[config.mk]
export PLATFORM = sky130hd
export DESIGN_NAME = isort_ctrl
export DESIGN_NICKNAME = d
export VERILOG_FILES = /design/src/hdl/isort_pkg.sv /design/src/hdl/isort_ctrl.sv
export SDC_FILE = /design/constraint.sdc
export NUM_CORES = 1
export LEC_CHECK = 0
export BUFFER_PORTS_ARGS = -buffer_cell sky130_fd_sc_hd__clkbuf_2
export CORE_AREA = 2 2 39 41
export DETAILED_ROUTE_END_ITERATION = 10
export DIE_AREA = 0 0 41 43
export GPL_TIMING_DRIVEN = 0
export PLACE_DENSITY = 0.67
export SYNTH_ARGS = -nofsm -noshare
export SYNTH_HDL_FRONTEND = slang
export SYNTH_SLANG_ARGS = --single-unit
[constraint.sdc]
create_clock -name clk -period 2.5 [get_ports clk]
set_clock_uncertainty 0.2 [all_clocks]
set_input_delay 0.375 -clock clk [delete_from_list [all_inputs] [get_ports clk]]
set_output_delay 0.375 -clock clk [all_outputs]
set_load 0.03 [all_outputs]
[src/hdl/isort_pkg.sv]
// Shared types and constants of the integer array sorter.
package isort_pkg;

	localparam int DATA_W = 32;
	localparam int MAX_ITEMS_DEF = 64;

	typedef struct packed {
		logic                     valid;
		logic                     lt;
		logic signed [DATA_W-1:0] val;
	} link_t;

	typedef struct packed {
		logic ins;
		logic shift;
	} ctrl_t;

	typedef enum logic [1:0] {
		ST_LOAD  = 2'b01,
		ST_DRAIN = 2'b10
	} state_t;

endpackage

[src/hdl/isort_ctrl.sv]
// Load and drain sequencing, item count and overflow tracking of the sorter.
module isort_ctrl #(
	parameter int MAX_ITEMS = isort_pkg::MAX_ITEMS_DEF
) (
	input  logic             clk,
	input  logic             arst_n,
	input  logic             start,
	input  logic             last_in,
	output logic             busy,
	output isort_pkg::ctrl_t ctrl,
	output logic             strobe,
	output logic             last_out,
	output logic             overflow
);

	localparam int CW = $clog2(MAX_ITEMS + 1);
	localparam logic [CW-1:0] FULL = CW'(MAX_ITEMS);
	localparam logic [CW-1:0] ONE  = CW'(1);

	isort_pkg::state_t state_q;
	logic [CW-1:0]     cnt_q;
	logic              drop_q;
	logic              accept;
	logic              full;

	assign accept = start && (state_q == isort_pkg::ST_LOAD);
	assign full   = (cnt_q == FULL);

	assign busy       = (state_q == isort_pkg::ST_DRAIN);
	assign strobe     = busy;
	assign last_out   = busy && (cnt_q == ONE);
	assign overflow   = busy && drop_q;
	assign ctrl.ins   = accept && !full;
	assign ctrl.shift = busy;

	always_ff @(posedge clk or negedge arst_n) begin
		if (!arst_n) begin
			state_q <= isort_pkg::ST_LOAD;
			cnt_q   <= '0;
			drop_q  <= 1'b0;
		end else begin
			unique case (state_q)
				isort_pkg::ST_LOAD: begin
					if (accept) begin
						if (full) begin
							drop_q <= 1'b1;
						end else begin
							cnt_q <= cnt_q + ONE;
						end
						if (last_in) begin
							state_q <= isort_pkg::ST_DRAIN;
						end
					end
				end
				isort_pkg::ST_DRAIN: begin
					cnt_q <= cnt_q - ONE;
					if (cnt_q == ONE) begin
						state_q <= isort_pkg::ST_LOAD;
						drop_q  <= 1'b0;
					end
				end
				default: begin
					state_q <= isort_pkg::ST_LOAD;
				end
			endcase
		end
	end

endmodule

======== Yosys cells after proc, flatten, opt, wreduce, memory -nomap -nowiden ========
Index checks and enable logic that the tools add are counted.
Widths: inputs -> output; s select.
cells by class
  add/sub/neg operators ................... 2
  equality and inequality tests ........... 9
  multiplexer cells ....................... 11
  reductions and logical operators ........ 9
operators by type and width
  kind                 count
  $mux 7               2
  $pmux 7 s2           1
  $ne 2x2->1 const B   4
  $add 7x1->7 const B  1
  $eq 7x1->1 const B   1
  $eq 7x7->1 const B   1
  $sub 7x1->7 const B  1
  $mux 2               3
  $reduce_and 3->1     2
  $logic_and 1x1->1    4
  $pmux 2 s2           1
  $reduce_and 4->1     1
  $mux 1               3
  $eq 2x1->1 const B   1
  $eq 2x2->1 const B   1
  $ne 2x1->1 const B   1
  $pmux 1 s2           1
  $reduce_bool 2->1    1
  $logic_not 1->1      1
storage, ports and cells
  flip-flop bits (word level) ............. 10
  input port bits ......................... 4
  output and inout port bits .............. 6
  word-level logic and storage cells ...... 34

======== Depth between registers and ports, before layout ========
  depth after elaboration ................. 4
  mapped depth ............................ 7

======== Worst setup path after synthesis ========
Ideal clock, no wire load.
  kind .................................... register to output
  start ................................... register cnt_q[4]
  end ..................................... output port last_out
  data arrival time ....................... 1.371 ns
  data required time ...................... 1.925 ns
  path slack .............................. 0.554 ns
  stages on the path, launching flop included .. 4
  buffers on the path ..................... 0
  cells stage by stage .................... dfrtp_1 > nor4_4 > nand3b_1 > nor2_1
between the ends
  longest elaborated chain between the ends .. 2
RTL lines
  what                    RTL line          source
  start, declared         isort_ctrl.sv:21  logic [CW-1:0] cnt_q;
  start signal, assigned  isort_ctrl.sv:48  cnt_q <= cnt_q + ONE;
  start signal, assigned  isort_ctrl.sv:56  cnt_q <= cnt_q - ONE;
  $eq 7x1->1              isort_ctrl.sv:31  assign last_out = busy && (cnt_q == ONE);
  $logic_and 1x1->1       isort_ctrl.sv:31
  end, declared           isort_ctrl.sv:12  output logic last_out,
No other way between the ends.

==> summary.txt <==
Register-to-Register Path Depth: 6
Final worst path period share: 0.945
Hold Vio Cnt, Final: 0
GR Overflow Total: 0
Number of remaining DRC errors: 0
Die Ht: 43 µm
Outcome: completed
Clock-pin slew on the worst setup and hold paths: 0.07 ns
Fin util: 0.579
Net Switching: 304 µW
Setup CP Type: flip-flop to output port
CP Cell Sequence: inv_1 -> ha_1 -> a311oi_4 -> clkbuf_2
Sequential power share: 0.413
Mapped Avg Cell Area: 10.6 µm²
Hold path endpoint: state_q[1]$_DFFE_PN0P_
Share of layout cells above drive strength 1: 0.388
Number of vias per cell: 5.34
CTS tree: built
Reg2Reg Capture Point: cnt_q[5]$_DFFE_PN0P_
Htree depth: 1
Max-Cap Viols: 0
Hold Path Class: primary input to flip-flop
Total Die Area: 1760 µm²
Crit path arrival time: 1.79 ns
Slew Limit Fails: 0
Critical Path End Type: output port
Yosys reg bits: 10
Core ar.: 1380 µm²
FMAX: 0.423 GHz
Slowest stage cell on the critical path: dfrtp_1
Drt initial violations: 4
Die W: 41 µm
Hold Crit Depth: 3
Antenna diodes: 0
CTS root buf: clkbuf_4
Normalized max-slew margin: 0.743
Worst hold start: last_in
First-pass GRT wire length: 1970 µm
PostCTS Resize Cnt: 0
Vias: 513
Setup slack, reg-to-reg: 0.52 ns
Count of final setup violators: 0
Power per cell area: 949 nW/µm²
Primary FF master, synth: dfrtp_1
Starting Density: 0.482
Unrepaired setup endpoints after global routing: no
Mapped cell area: 667 µm²
Sequential share of the synthesized area: 0.377
Max incr delay on CP: 0.49 ns
Worst vdd ir: 0.557 mV
Vias in the first global route: 447
Netlist cell types: 30
# clock sinks: 10
Required time worst endpoint: 1.92 ns
P_leak: 0.378 nW
Total track usage: 0.165
Final min period: 2.36 ns
Num rows: 14
Initial antenna violation count: 0
Largest net degree at the start of global routing: 13
Actual slew at the worst max-slew pin: 0.385 ns
Synthesis-to-finish area growth: 20.1%
Post-Synthesis Cells: 63
Family with the most delay on the worst path: flip-flops
Pre-antenna DRT Iters: 4
Nets: 89
Boundary pin count: 10
Setup crit start kind: flip-flop
Fraction of registers with async set/reset: 1.00
Clock share of power: 0.195
Switching power share of the total: 0.401
Antenna Violating Nets Remaining: 0
Average wire per standard cell: 13.4 µm
Final WL: 1280 µm
Final Wtd Congestion: 0.694
CTS Buf Count: 3
Setup TNS: 0 ns
Buf/Inv on CP: 2
Mapped Nets: 71
Critical-path maximum fanout: 7
Pint: 455 µW
Gate power share: 0.391
Worst skew pair latency: 0.26 ns
Ys Warns: 0
Clk buf depth: 2
Number of enable flip-flop cells after synthesis: 0
FF-to-FF Start: cnt_q[0]$_DFFE_PN0P_
Placed wire-length estimate: 906 µm
Input/output buffers: 9
-- layer usage --
| layer | share of wire | track usage |
|---|---|---|
| met1 | 0.49 | 0.228 |
| met2 | 0.47 | 0.238 |
| met3 | 0.043 | 0.0314 |
| met4 | 0 | 0.0800 |
| met5 | 0 | 0 |
-- power groups by stage --
stage,Combinational (mW),Clock (mW),Sequential [mW]
floorplan,0.239,0,0.295
global placement,0.275,0,0.312
detailed placement,0.284,0,0.315
CTS,0.287,0.155,0.312
global route,0.324,0.161,0.323
finish,0.297,0.148,0.314
-- placed cells by master (no fill, tap or decap), types with 2 or more instances in the layout --
cell      n
dfrtp_1   9
clkbuf_2  9
buf_4     7
xnor2_1   6
nor2_1    4
nand2_1   4
ha_1      4
nand3_1   3
o21ai_0   3
clkbuf_4  3
inv_1     2
nor4_1    2
o22ai_2   2
a31oi_1   2
-- worst reg2reg max path, cell delays in order (launching register included) --
cell and delay, ns:
dfrtp_1 0.49, inv_1 0.11, ha_1 0.25, a311oi_4 0.40, buf_4 0.20, o22ai_2 0.08
xnor2_1 0.14
-- synthesized netlist by cell type, types with 2 or more instances --
cell | count | area (µm²)
a31oi_1 | 2 | 12.5
buf_4 | 4 | 30.0
dfrtp_1 | 9 | 225
ha_1 | 4 | 50.1
inv_1 | 2 | 7.51
nand2_1 | 4 | 15.0
nand3_1 | 3 | 15.0
nor2_1 | 4 | 15.0
nor4_1 | 2 | 12.5
o21ai_0 | 3 | 15.0
o22ai_2 | 2 | 25.0
xnor2_1 | 6 | 52.6
-- how the worst max path moves through the flow --
stage                                     from       end  cells past startpoint
after floorplan           cnt_q[4]$_DFFE_PN0P_  last_out                      3
after global placement    cnt_q[0]$_DFFE_PN0P_   ctrl[1]                      4
after detailed placement  cnt_q[0]$_DFFE_PN0P_   ctrl[1]                      4
after CTS                 cnt_q[0]$_DFFE_PN0P_   ctrl[1]                      4
after global routing      cnt_q[0]$_DFFE_PN0P_   ctrl[1]                      4
final                     cnt_q[0]$_DFFE_PN0P_   ctrl[1]                      4
-- flip-flops by register name, indices dropped and copies added (netlist names) --
| register | cells |
|---|---|
| state_q | 2 |
| drop_q | 1 |
| cnt_q | 7 |
-- stage by stage --
stage / hold WS [ns] / setup slack, ns / cell area, µm² / std cells / power, mW
after floorplan: -0.121 / 0.554 / 667 / 63 / 0.534
after global placement: 0.0566 / 0.394 / 732 / 88 / 0.587
after detailed placement: 0.0574 / 0.375 / 732 / 88 / 0.599
after CTS: 0.195 / 0.0697 / 778 / 93 / 0.754
after global routing: 0.237 / 0.0516 / 801 / 96 / 0.808
final: 0.203 / 0.136 / 801 / 96 / 0.760
-- timing repair --
item | in CTS | in global routing
hold buffers | 1 | 0
buffers inserted | 0 | 3
endpoints found under the hold margin | 9 | 0
endpoints found under the setup margin | 0 | 1
-- kinds of logic (layout without fill, tap and decap cells) --
family	count (synthesis)	count (layout)	synth area share
AOI/OAI and AO/OA	12	12	0.169
adders and majority gates	4	4	0.0750
xor gates and xnor gates	6	6	0.0788
muxes	1	1	0.0169
and+or+nand+nor	22	22	0.205
DFF	10	10	0.377
buffers and inverters	8	25	0.0788
-- cell type report --
cell class                      instances  area (µm²)
Inverter                                3        11.3
Sequential cell                        10         251
Clock buffer                            4        36.3
Buffer                                  5        41.3
Multi-Input combinational cell         45         363
Timing Repair Buffer                   13        77.6
Fill cell                             123         583
Tap cell                               16        20.0
(Power assumes the default switching activity.)
