==> src/hdl/isort_pkg.sv <==
// Shared types and constants of the integer array sorter.
package isort_pkg;

	localparam int DATA_W = 32;
	localparam int MAX_ITEMS_DEF = 64;

	typedef struct packed {
		logic                     valid;
		logic                     lt;
		logic signed [DATA_W-1:0] val;
	} link_t;

	typedef struct packed {
		logic ins;
		logic shift;
	} ctrl_t;

	typedef enum logic [1:0] {
		ST_LOAD  = 2'b01,
		ST_DRAIN = 2'b10
	} state_t;

endpackage

==> src/hdl/isort_cell.sv <==
// One cell of the insertion chain: holds one value and trades it with its neighbors.
module isort_cell (
	input  logic                              clk,
	input  logic                              arst_n,
	input  isort_pkg::ctrl_t                  ctrl,
	input  logic signed [isort_pkg::DATA_W-1:0] din,
	input  isort_pkg::link_t                  left,
	input  isort_pkg::link_t                  right,
	output isort_pkg::link_t                  link
);

	logic                               valid_q;
	logic signed [isort_pkg::DATA_W-1:0] val_q;
	logic                               below;
	logic                               take_new;

	assign below    = din < val_q;
	assign take_new = left.valid && (!valid_q || below);

	assign link.valid = valid_q;
	assign link.lt    = valid_q && below;
	assign link.val   = val_q;

	always_ff @(posedge clk or negedge arst_n) begin
		if (!arst_n) begin
			valid_q <= 1'b0;
		end else if (ctrl.shift) begin
			valid_q <= right.valid;
		end else if (ctrl.ins && (left.lt || take_new)) begin
			valid_q <= 1'b1;
		end
	end

	always_ff @(posedge clk) begin
		if (ctrl.shift) begin
			val_q <= right.val;
		end else if (ctrl.ins && left.lt) begin
			val_q <= left.val;
		end else if (ctrl.ins && take_new) begin
			val_q <= din;
		end
	end

endmodule

==> config.mk <==
export PLATFORM = sky130hd
export DESIGN_NAME = isort_cell
export DESIGN_NICKNAME = d
export VERILOG_FILES = /design/src/hdl/isort_pkg.sv /design/src/hdl/isort_cell.sv
export SDC_FILE = /design/constraint.sdc
export NUM_CORES = 1
export LEC_CHECK = 0
export ABC_CLOCK_PERIOD_IN_PS = 12100
export BUFFER_PORTS_ARGS = -buffer_cell sky130_fd_sc_hd__buf_2
export CORE_MARGIN = 4
export CORE_UTILIZATION = 44
export DETAILED_ROUTE_END_ITERATION = 10
export HOLD_SLACK_MARGIN = 0.03
export PLACE_DENSITY = 0.79
export SYNTH_ARGS = -nofsm -noshare
export SYNTH_HDL_FRONTEND = slang
export SYNTH_SLANG_ARGS = --single-unit
export TNS_END_PERCENT = 50
==> constraint.sdc <==
create_clock -name clk -period 12.1 [get_ports clk]
set_input_delay 1.815 -clock clk [delete_from_list [all_inputs] [get_ports clk]]
set_output_delay 1.815 -clock clk [all_outputs]
set_load 0.01 [all_outputs]
# Word-level counts from Yosys, hierarchy flattened
# Index checks and enable logic that the tools add are counted.
# op_classes
n_reduce_logical,10
magnitude_cmp,1
muxes,5
# op_table
cell,n
32-bit 2-to-1 mux,3
32-bit < comparator,1
1-bit logical AND,5
3-bit nonzero test,1
1-bit logical OR,2
1-bit 2-to-1 mux,2
2-bit nonzero test,1
1-bit zero test,1
# word_totals
out_inout_bits,34
input_bits,104
elab_cells,18
reg_bits,33

# Logic depth before layout (Yosys ltp)
# Gate-level depths: netlist of the first run.
# logic_depth
depth_word,7
mapped_depth,8
mapped_depth_nobuf,8

# Worst setup path after synthesis of the first run
# No wires, ideal clock.
# synth_timing
path_type,input -> register
start,input din[25] (netlist name)
end,register val_q[0] (netlist name) (enable)
path_stages,7
required_time_ps,11675
slack_ps,6787
arrival_time_ps,4888
path_cell_list,ha_1 > a21o_1 > nand3_2 > a21oi_1 > or4b_4 > or4_1 > o21ai_1
# synth_via
elab_chain_len,5
# synth_lines
element,line_no,text
from (decl),isort_cell.sv:6,"input logic signed [isort_pkg::DATA_W-1:0] din,"
32-bit < comparator,isort_cell.sv:17,assign below = din < val_q;
1-bit logical OR,isort_cell.sv:18,assign take_new = left.valid && (!valid_q || below);
1-bit logical AND,isort_cell.sv:18,
1-bit logical AND,isort_cell.sv:39,end else if (ctrl.ins && take_new) begin
3-bit nonzero test (no source line),--,
to (signal assigned),isort_cell.sv:36,val_q <= right.val;
to (signal assigned),isort_cell.sv:38,val_q <= left.val;
to (signal assigned),isort_cell.sv:40,val_q <= din;
to (decl),isort_cell.sv:13,logic signed [isort_pkg::DATA_W-1:0] val_q;
# Every way passes these cells.
# A chain may end at the register's enable or synchronous reset.

==> reports/results.txt, run 1 <==
post-synthesis cell type count: 35
die height: 83.21 um
CTS buffer count: 5
clock share of power: 24.0%
CP Launch Type: input port
#FFs+latches synth: 33
Power Dens Cells: 100.4 nW/um2
EDFF count, synth: 32
WP data arrival: 3.82 ns
# diodes: 0
Clock Tree Root: clkbuf_8
Synth top cells by count: nand2_1 (39), o21ai_0 (35), inv_1 (33), edfxtp_1 (32), mux2i_1 (32)
fin crit share: 46.60%
synthesis warning total: 0
synth top area cells: edfxtp_1 (39%), ha_1 (16%), mux2i_1 (13%), o21ai_0 (7.0%), nand2_1 (5.9%)
kind of critical path: in2out
worst skew pair latency: 0.28 ns
Synth top area share: 38.61%
CTS Buffer Depth: 2
count leader, synth: nand2_1
max frequency: 177.3 MHz
CP top delay family: simple AND/OR/NAND/NOR gates
sw power: 100.9 uW
Comb power frac: 31.2%
WL final: 6486 um
vias in the first global route: 2319
worst path buffer plus inverter count: 2
Die Span X: 83.21 um
final setup fails: 0
worst hold slack: 0.6697 ns
critical path cell sequence: buf_2, ha_1, nand4_1, nor4_1, nand3_1, o22ai_1, o211ai_1, o31ai_1, buf_2
sequential fraction of the synthesis area: 39.62%
CTS tree: yes
fin crit period: 5.639 ns
DRC violations left: 0
average wire per standard cell: 13.95 um
leakage power: 0.001809 uW
post-CTS setup buffers: 0
final total power: 332.1 uW
DRT Pass-1 Iters: 4
CTS Sinks: 33
crit-path max cell delay: 0.42 ns
Final Skew: 0.004992 ns
routability congestion estimate: 0.7627
Resized cells post-CTS: 0
H-tree Lvls: 2
outcome: finished, final reports clean
Syn-to-layout area delta: 32.93%
share of post-route cells with drive strength above 1: 36.90%
Slew Limit Fails: 0
Critical-path top delay cell: nor4_1
Post-synth ARST share: 3.030%
Clock transition at path regs: 0.07 ns
average cell area after synthesis: 9.572 um2
area leader, netlist: edfxtp_1
Final #Nets: 527
input/output buffers: 136
Peak VDD IR: 0.08376 mV
cell mode on critical path: buf_2
setup TNS: 0 ns
die footprint: 6923 um2
Tot GR Track Use: 18.73%
Sw Share: 30.38%
initial antenna violation count: 0
Core Region: 5507 um2
std cell rows: 27
Initial DRC Count: 106
Mapped Cells: 260
Slew HR: 29.85%
CP Capture Type: output pin
largest net degree at the start of global routing: 68
dpl hpwl: 5270 um
synthesized cell area: 2489 um2
I/O pins: 138
unrepaired setup endpoints after global routing: no
max cap viols: 0
net count after synthesis: 395
Hold-fix buffers, CTS: 0
worst-margin pin slew: 1.049 ns
routed vias/inst: 4.989
Internal: 231.2 uW
Cell Count Post-Placement: 457
first-pass GRT wire length: 10580 um
worst min-delay path class: reg2reg
GR Overflow Total: 0
worst path required time: 10.28 ns
Core Util, Final: 60.08%
Starting Density: 45.19%
via count: 2320
Detail Route Antenna Nets: 0
crit-path max FO: 5
Final Non-Filler Cells: 465
ys flop type: edfxtp_1
Sequential Power Share: 44.9%
final hold violations: 0
[layer usage]
metal	up-vias	global-route usage, %	wire, um	part of all wire, %
met1	1039	21.93	2637	41
li1	1200	-	-	-
met3	10	3.869	376	5.8
met2	71	33.89	3369	52
met5	-	0	0	0
met4	0	6.092	102	1.6
[worst reg2reg max path, delay by kind of cell (launching register included)]
| family | cells | cell delay (ns) |
|---|---|---|
| adder cells (fa/ha/maj) | 1 | 0.33 |
| AO/OA/AOI/OAI | 2 | 0.94 |
| flip-flops | 1 | 0.35 |
| AND/OR/NAND/NOR | 3 | 1.28 |
| buffers and inverters | 1 | 0.05 |
[cells in the final DEF, fill, tap and decap left out, types with 2 or more instances in the layout]
cell type,count
clkbuf_1,3
o21ai_0,35
nand2_1,38
nand4_1,4
clkbuf_8,5
a221oi_1,2
mux2i_1,32
ha_1,31
a21oi_1,9
edfxtp_1,32
nand3_1,4
buf_2,136
nor2_1,3
inv_1,33
a21o_1,5
[power by group through the flow]
stage | clock, uW | combinational (uW) | sequential, uW
after floorplan | 0 | 52.0 | 158
after global placement | 0 | 101 | 151
after detailed placement | 0 | 105 | 151
after CTS | 82.1 | 105 | 149
after global routing | 86.6 | 119 | 151
final | 79.6 | 104 | 149
[registers in the layout, summed over array words and instances, names as in the netlist]
name / cells
val_q: 32
valid_q: 1
[worst paths after layout]
path / start / end / slack (ns) / cells past startpoint
setup / recovery: din[31] / link[32] / 6.46 / 9
hold / removal: valid_q / valid_q / 0.67 / 2
setup reg to reg: val_q[31] / val_q[22] / 8.76 / 7
hold reg to reg: valid_q / valid_q / 0.67 / 2
max in group asynchronous: arst_n / valid_q / 10.72 / 1
min in group asynchronous: arst_n / valid_q / 1.30 / 1
[per-stage QoR]
step,cell area [um2],setup WS [ns]
2_1_floorplan,2489,6.787
3_3_place_gp,3228,6.421
3_5_place_dp,3228,6.412
4_1_cts,3308,6.401
5_1_grt,3308,6.246
6_report,3308,6.461
[layout make-up]
type                       count  area (um2)
fill                         483        2198
tap                           72       90.09
multi-input combinational    183        1348
timing repair buffer         136       680.7
inverter                      33       123.9
clock buffer                   8       80.08
sequential                    33       985.9
[cells by family after synthesis]
group	count (synthesis)	synth area share, %
simple gates	59	11.01
buf+inv	44	6.788
compound gates	61	14.13
flops	33	39.62
fa+ha+maj	31	15.59
mux	32	12.87
No activity file was read; power rests on OpenSTA's default activity.
==> run 2, diff against run 1 <==
Settings changed: ABC_CLOCK_PERIOD_IN_PS 12100 to 4600, CORE_UTILIZATION 44 to 41, PLACE_DENSITY 0.79 to 0.78.
Clock period 12.1 ns to 4.6 ns, I/O delays scaled along.
==> reports/results.txt, run 2 (synthesis gave the netlist of run 1 again) <==
outcome: finished, final reports clean
I/O pins: 138 (unchanged)
Starting Density: 42.03% (-3.2 points)
most frequent cells in the layout: buf_2 (136), nand2_1 (38), o21ai_0 (35)
CP Capture Type: flop
CTS buffer count: 5 (unchanged)
Clock Tree Root: clkbuf_8
Initial DRC Count: 48 (-55%)
H-tree Lvls: 2 (unchanged)
Tot GR Track Use: 17.74% (-0.99 points)
kind of critical path: in2reg
via count: 2331 (+0.47%)
average wire per standard cell: 13.80 um (-1.1%)
die height: 85.91 um (+3.3%)
crit-path max FO: 17 (+12)
initial antenna violation count: 0 (unchanged)
# diodes: 0 (unchanged)
Detail Route Antenna Nets: 0 (unchanged)
input/output buffers: 136 (unchanged)
Resized cells post-CTS: 0 (unchanged)
leakage power: 0.001824 uW (+0.82%)
worst min-delay path class: in2async
CP Launch Type: input port
unrepaired setup endpoints after global routing: no
Peak VDD IR: 0.1356 mV (+62%)
Core Util, Final: 56.23% (-3.8 points)
routed vias/inst: 4.960 (-0.59%)
Power Dens Cells: 263.8 nW/um2 (+160%)
fin crit period: 3.453 ns
Clock transition at path regs: 0.07 ns (about the same)
DRC violations left: 0 (unchanged)
final hold violations: 0 (unchanged)
most common cell after layout, fill and taps aside: buf_2
Slew HR: 31.42% (+1.6 points)
worst skew pair latency: 0.28 ns (about the same)
worst hold slack: 0.1657 ns (-0.5040 ns)
Die Span X: 85.91 um (+3.3%)
DRT Pass-1 Iters: 4 (unchanged)
CTS Sinks: 33 (unchanged)
worst path required time: 4.57 ns (-5.71 ns)
Slew Limit Fails: 0 (unchanged)
dpl hpwl: 5258 um (-0.24%)
WL final: 6484 um (about the same)
Final Skew: 0.01029 ns (+0.005300 ns)
setup TNS: 0 ns (unchanged)
largest net degree at the start of global routing: 68 (unchanged)
post-CTS setup buffers: 0 (unchanged)
first-pass GRT wire length: 10420 um (-1.5%)
fin crit share: 75.06%
worst-margin pin slew: 1.025 ns (-0.02350 ns)
routability congestion estimate: 0.7845 (+2.9%)
vias in the first global route: 2291 (-1.2%)
Core Region: 5921 um2 (+7.5%)
Hold-fix buffers, CTS: 0 (unchanged)
GR Overflow Total: 0 (unchanged)
share of post-route cells with drive strength above 1: 37.72% (+0.83 points)
Biggest register: val_q
WP data arrival: 3.43 ns (-0.39 ns)
CTS tree: yes
Final #Nets: 529 (+0.38%)
top flop regs: val_q (32), valid_q (1)
max frequency: 289.6 MHz
die footprint: 7381 um2 (+6.6%)
Syn-to-layout area delta: 33.79%
max cap viols: 0 (unchanged)
final setup fails: 0 (unchanged)
std cell rows: 28 (+3.7%)
max reg flops: 32 (unchanged)
final total power: 878.3 uW (+160%)
CTS Buffer Depth: 2 (unchanged)
-- run 2: cell types whose count changed in the layout (fill, tap and decap cells not counted) --
cell	delta
buf_4	+2
clkbuf_1	-2
clkinv_2	+2
-- run 2: final cells by class --
class,instances,area [um2]
clock inverter,2,10.01
sequential,33,985.9
tap,75,93.84
timing repair buffer,138,695.7
multi-input combinational,183,1348
clock buffer,6,72.57
inverter,33,123.9
fill,550,2591
-- run 2: power breakdown --
| part | switching [uW] | leakage, uW | internal, uW | total (uW) |
|---|---|---|---|---|
| sequential | 16.1 | 0.000341 | 374 | 391 |
| clock | 109 | 0.0000450 | 105 | 214 |
| combinational | 148 | 0.00144 | 127 | 274 |
-- run 2: worst paths after layout --
kind,startpoint,endpoint,slack (ns),cells past startpoint
min in group clk,right[33],valid_q,0.62,3
max reg2reg,val_q[31],val_q[15],1.26,8
max,din[31],val_q[15],1.15,8
min,arst_n,valid_q,0.17,1
max in group asynchronous,arst_n,valid_q,4.35,1
min reg2reg,valid_q,valid_q,0.62,2
-- run 2: per-layer routing --
metal | track usage, % | routed length, um | vias up
met5 | 0 | 0 | -
met4 | 5.612 | 68 | 0
met3 | 2.786 | 413 | 6
met2 | 32.24 | 3287 | 76
met1 | 21.27 | 2715 | 1043
li1 | - | - | 1206
-- run 2: stage by stage --
stage / setup WS, ns / area (um2) / std cells
final: 1.147 / 3329 / 470
after floorplan: 0.4118 / 2489 / 260
after global placement: 0.8315 / 3247 / 462
after CTS: 1.093 / 3329 / 470
after global routing: 0.9504 / 3329 / 470
after detailed placement: 0.7958 / 3247 / 462
-- run 2: worst max-delay path, cell delays in order --
cell,delay (ns)
buf_2,0.11
ha_1,0.35
nand4_1,0.21
a2111oi_1,0.11
or4b_4,0.55
or4_1,0.53
o21ai_4,0.50
buf_4,0.36
==> run 3, diff against run 2 <==
Settings changed: ABC_AREA set to 1, ABC_CLOCK_PERIOD_IN_PS 4600 to 3300, CORE_UTILIZATION 41 to 44, PLACE_DENSITY 0.78 to 0.79.
Clock period 4.6 ns to 3.3 ns, I/O delays scaled along.
==> reports/results.txt, run 3 <==
CP top delay family: simple AND/OR/NAND/NOR gates
dpl hpwl: 5303 um (+0.86%)
routed vias/inst: 4.893 (-1.3%)
fin crit share: 75.44%
area leader, netlist: edfxtp_1
Initial DRC Count: 94 (+96%)
share of post-route cells with drive strength above 1: 34.56% (-3.2 points)
multiplexer share of the synthesized area: 0% (-13 points)
crit-path max FO: 2 (-15)
Post-synth ARST share: 3.030% (unchanged)
most common cell after layout, fill and taps aside: buf_2
worst skew pair latency: 0.28 ns (about the same)
final hold violations: 0 (unchanged)
initial antenna violation count: 0 (unchanged)
Multi-input gate area: 1331 um2 (-1.2%)
sequential fraction of the synthesis area: 38.72% (-0.90 points)
DRT met1 WL: 2824 um (+4.0%)
ys flop type: edfxtp_1
register area: 985.9 um2 (unchanged)
WL final: 6682 um (+3.1%)
most frequent cells in the layout: buf_2 (136), nand2_1 (99), inv_1 (43)
I/O pins: 138 (unchanged)
reg2reg path depth: 13 (+5)
#FFs+latches synth: 33 (unchanged)
die footprint: 7068 um2 (-4.2%)
unrepaired setup endpoints after global routing: no
average wire per standard cell: 12.49 um (-9.5%)
synth top area cells: edfxtp_1 (38%), ha_1 (15%), nand2_1 (15%), a31oi_1 (7.9%), inv_1 (6.5%)
WP depth: 11 (+3)
worst min-delay path class: in2reg
Syn-to-layout area delta: 33.02%
CTS Sinks: 33 (unchanged)
Core Region: 5574 um2 (-5.9%)
routability congestion estimate: 0.8288 (+5.6%)
std cell rows: 27 (-3.6%)
final setup fails: 0 (unchanged)
cell mode on critical path: nand2_1
worst path required time: 2.80 ns (-1.77 ns)
met2 wire length: 3115 um (-5.2%)
worst hold slack: 0.5106 ns (+0.3449 ns)
Detail Route Antenna Nets: 0 (unchanged)
CP Launch Type: flop
largest net degree at the start of global routing: 66 (-2.9%)
leakage power: 0.001848 uW (+1.3%)
Critical-path top delay cell: edfxtp_1
fin crit period: 2.489 ns
Synth top cells by count: nand2_1 (99), inv_1 (44), nor2_1 (40), a31oi_1 (32), edfxtp_1 (32)
Slew Limit Fails: 0 (unchanged)
DRC violations left: 0 (unchanged)
Starting Density: 45.68% (+3.6 points)
H-tree Lvls: 2 (unchanged)
Final Skew: 0.008002 ns (-0.002291 ns)
input/output buffers: 136 (unchanged)
post-synthesis adder-cell area fraction: 15.23% (-0.35 points)
Tot GR Track Use: 19.43% (+1.7 points)
crit-path max cell delay: 0.35 ns (-0.20 ns)
Power Dens Cells: 359.5 nW/um2 (+36%)
Biggest register: val_q
kind of critical path: reg2out
Mapped Cells: 329 (+27%)
outcome: finished, final reports clean
R2R Path End: val_q[0]
first-pass GRT wire length: 11340 um (+8.8%)
# diodes: 0 (unchanged)
Core Util, Final: 60.76% (+4.5 points)
average cell area after synthesis: 7.739 um2 (-19%)
Cell Count Post-Placement: 526 (+14%)
CP Capture Type: output pin
Met3 Wirelength: 681 um (+65%)
top flop regs: val_q (32), valid_q (1)
EDFF count, synth: 32 (unchanged)
GR Overflow Total: 0 (unchanged)
Slew HR: 33.00% (+1.6 points)
CTS Buffer Depth: 2 (unchanged)
Filler Cells Inserted: 509 (-7.5%)
setup TNS: 0 ns (unchanged)
worst path buffer plus inverter count: 2 (unchanged)
Die Span X: 84.07 um (-2.1%)
XOR/XNOR Fraction of Synth Area: 0% (unchanged)
crit path launch: val_q[23]
count leader, synth: nand2_1
DRT Pass-1 Iters: 4 (unchanged)
r2r startpoint: val_q[23]
FF-to-FF setup slack: 0.89 ns (-0.37 ns)
Clock transition at path regs: 0.07 ns (about the same)
max reg flops: 32 (unchanged)
Top Metal Used: met4
worst-margin pin slew: 1.004 ns (-0.02151 ns)
synthesis warning total: 0 (unchanged)
CTS buffer count: 5 (unchanged)
max cap viols: 0 (unchanged)
Synth Area in Compound Gates: 11.45% (-2.7 points)
largest family of logic cells by synthesized area: simple AND/OR/NAND/NOR gates
Peak VDD IR: 0.1969 mV (+45%)
critical path cell sequence: inv_1, ha_1, nand2_1, nor2_2, nand4_1, nor3_1, nand2_1, nand2_1, nand2_2, a21boi_0, buf_2
Final #Nets: 597 (+13%)
net count after synthesis: 464 (+17%)
vias in the first global route: 2613 (+14%)
die height: 84.07 um (-2.1%)
post-synthesis cell type count: 27 (-23%)
via count: 2618 (+12%)
max frequency: 401.7 MHz
Final Non-Filler Cells: 535 (+14%)
Clock Tree Root: clkbuf_8
Setup crit end: link[32]
Synth top area share: 37.74% (-0.87 points)
synthesized cell area: 2546 um2 (+2.3%)
CTS tree: yes
WP data arrival: 1.99 ns (-1.44 ns)
Synth Area in Simple Gates: 25.60% (+15 points)
run 3: worst min-delay path: cells and delay by family:
| kind | cells | cell delay [ns] |
|---|---|---|
| buf+inv | 1 | 0.08 |
| simple gates | 3 | 0.19 |
run 3: how the worst min path moves through the flow:
stage / end / depth (start not counted) / slack [ns] / start
after floorplan: valid_q / 0 / 0.20 / arst_n
after global placement: valid_q / 1 / 0.27 / arst_n
after detailed placement: valid_q / 1 / 0.27 / arst_n
after CTS: valid_q / 4 / 0.50 / right[33]
after global routing: valid_q / 4 / 0.54 / right[33]
final: valid_q / 4 / 0.51 / right[33]
run 3: cell type report:
type                       count  share of cell area [%]
clock buffer                   5                   2.032
sequential                    33                   29.11
tap                           72                   2.660
clock inverter                 3                  0.3694
multi-input combinational    236                   39.31
inverter                      46                   5.098
timing repair buffer         140                   21.43
run 3: stage by stage:
stage | cell area (um2) | setup WS (ns) | power [uW]
4_1_cts | 3387 | 0.7702 | 1233
3_3_place_gp | 3296 | 0.6646 | 921.3
3_5_place_dp | 3296 | 0.6221 | 936.0
6_report | 3387 | 0.8105 | 1218
2_1_floorplan | 2546 | 1.010 | 772.7
5_1_grt | 3387 | 0.5347 | 1308
run 3: metal layers:
| layer | up-vias | global-route usage, % |
|---|---|---|
| li1 | 1353 | - |
| met3 | 8 | 5.528 |
| met2 | 128 | 33.43 |
| met1 | 1129 | 23.19 |
| met4 | 0 | 6.287 |
| met5 | - | 0 |
run 3: cells by family after synthesis:
logic type	count (synthesis)
adder cells (fa/ha/maj)	31
AND/OR/NAND/NOR	156
AO/OA/AOI/OAI	49
flip-flops	33
buffers and inverters	60
run 3: power by group:
group	switching, uW	internal, uW	leakage, uW
combinational	217	170	0.00148
clock	151	142	0.0000430
sequential	21.4	516	0.000329
run 3: timing repair:
action,4_1_cts,5_1_grt
resized for setup,0,0
hold buffers,1,0
buffers inserted,0,0
endpoints found under the hold margin,1,0
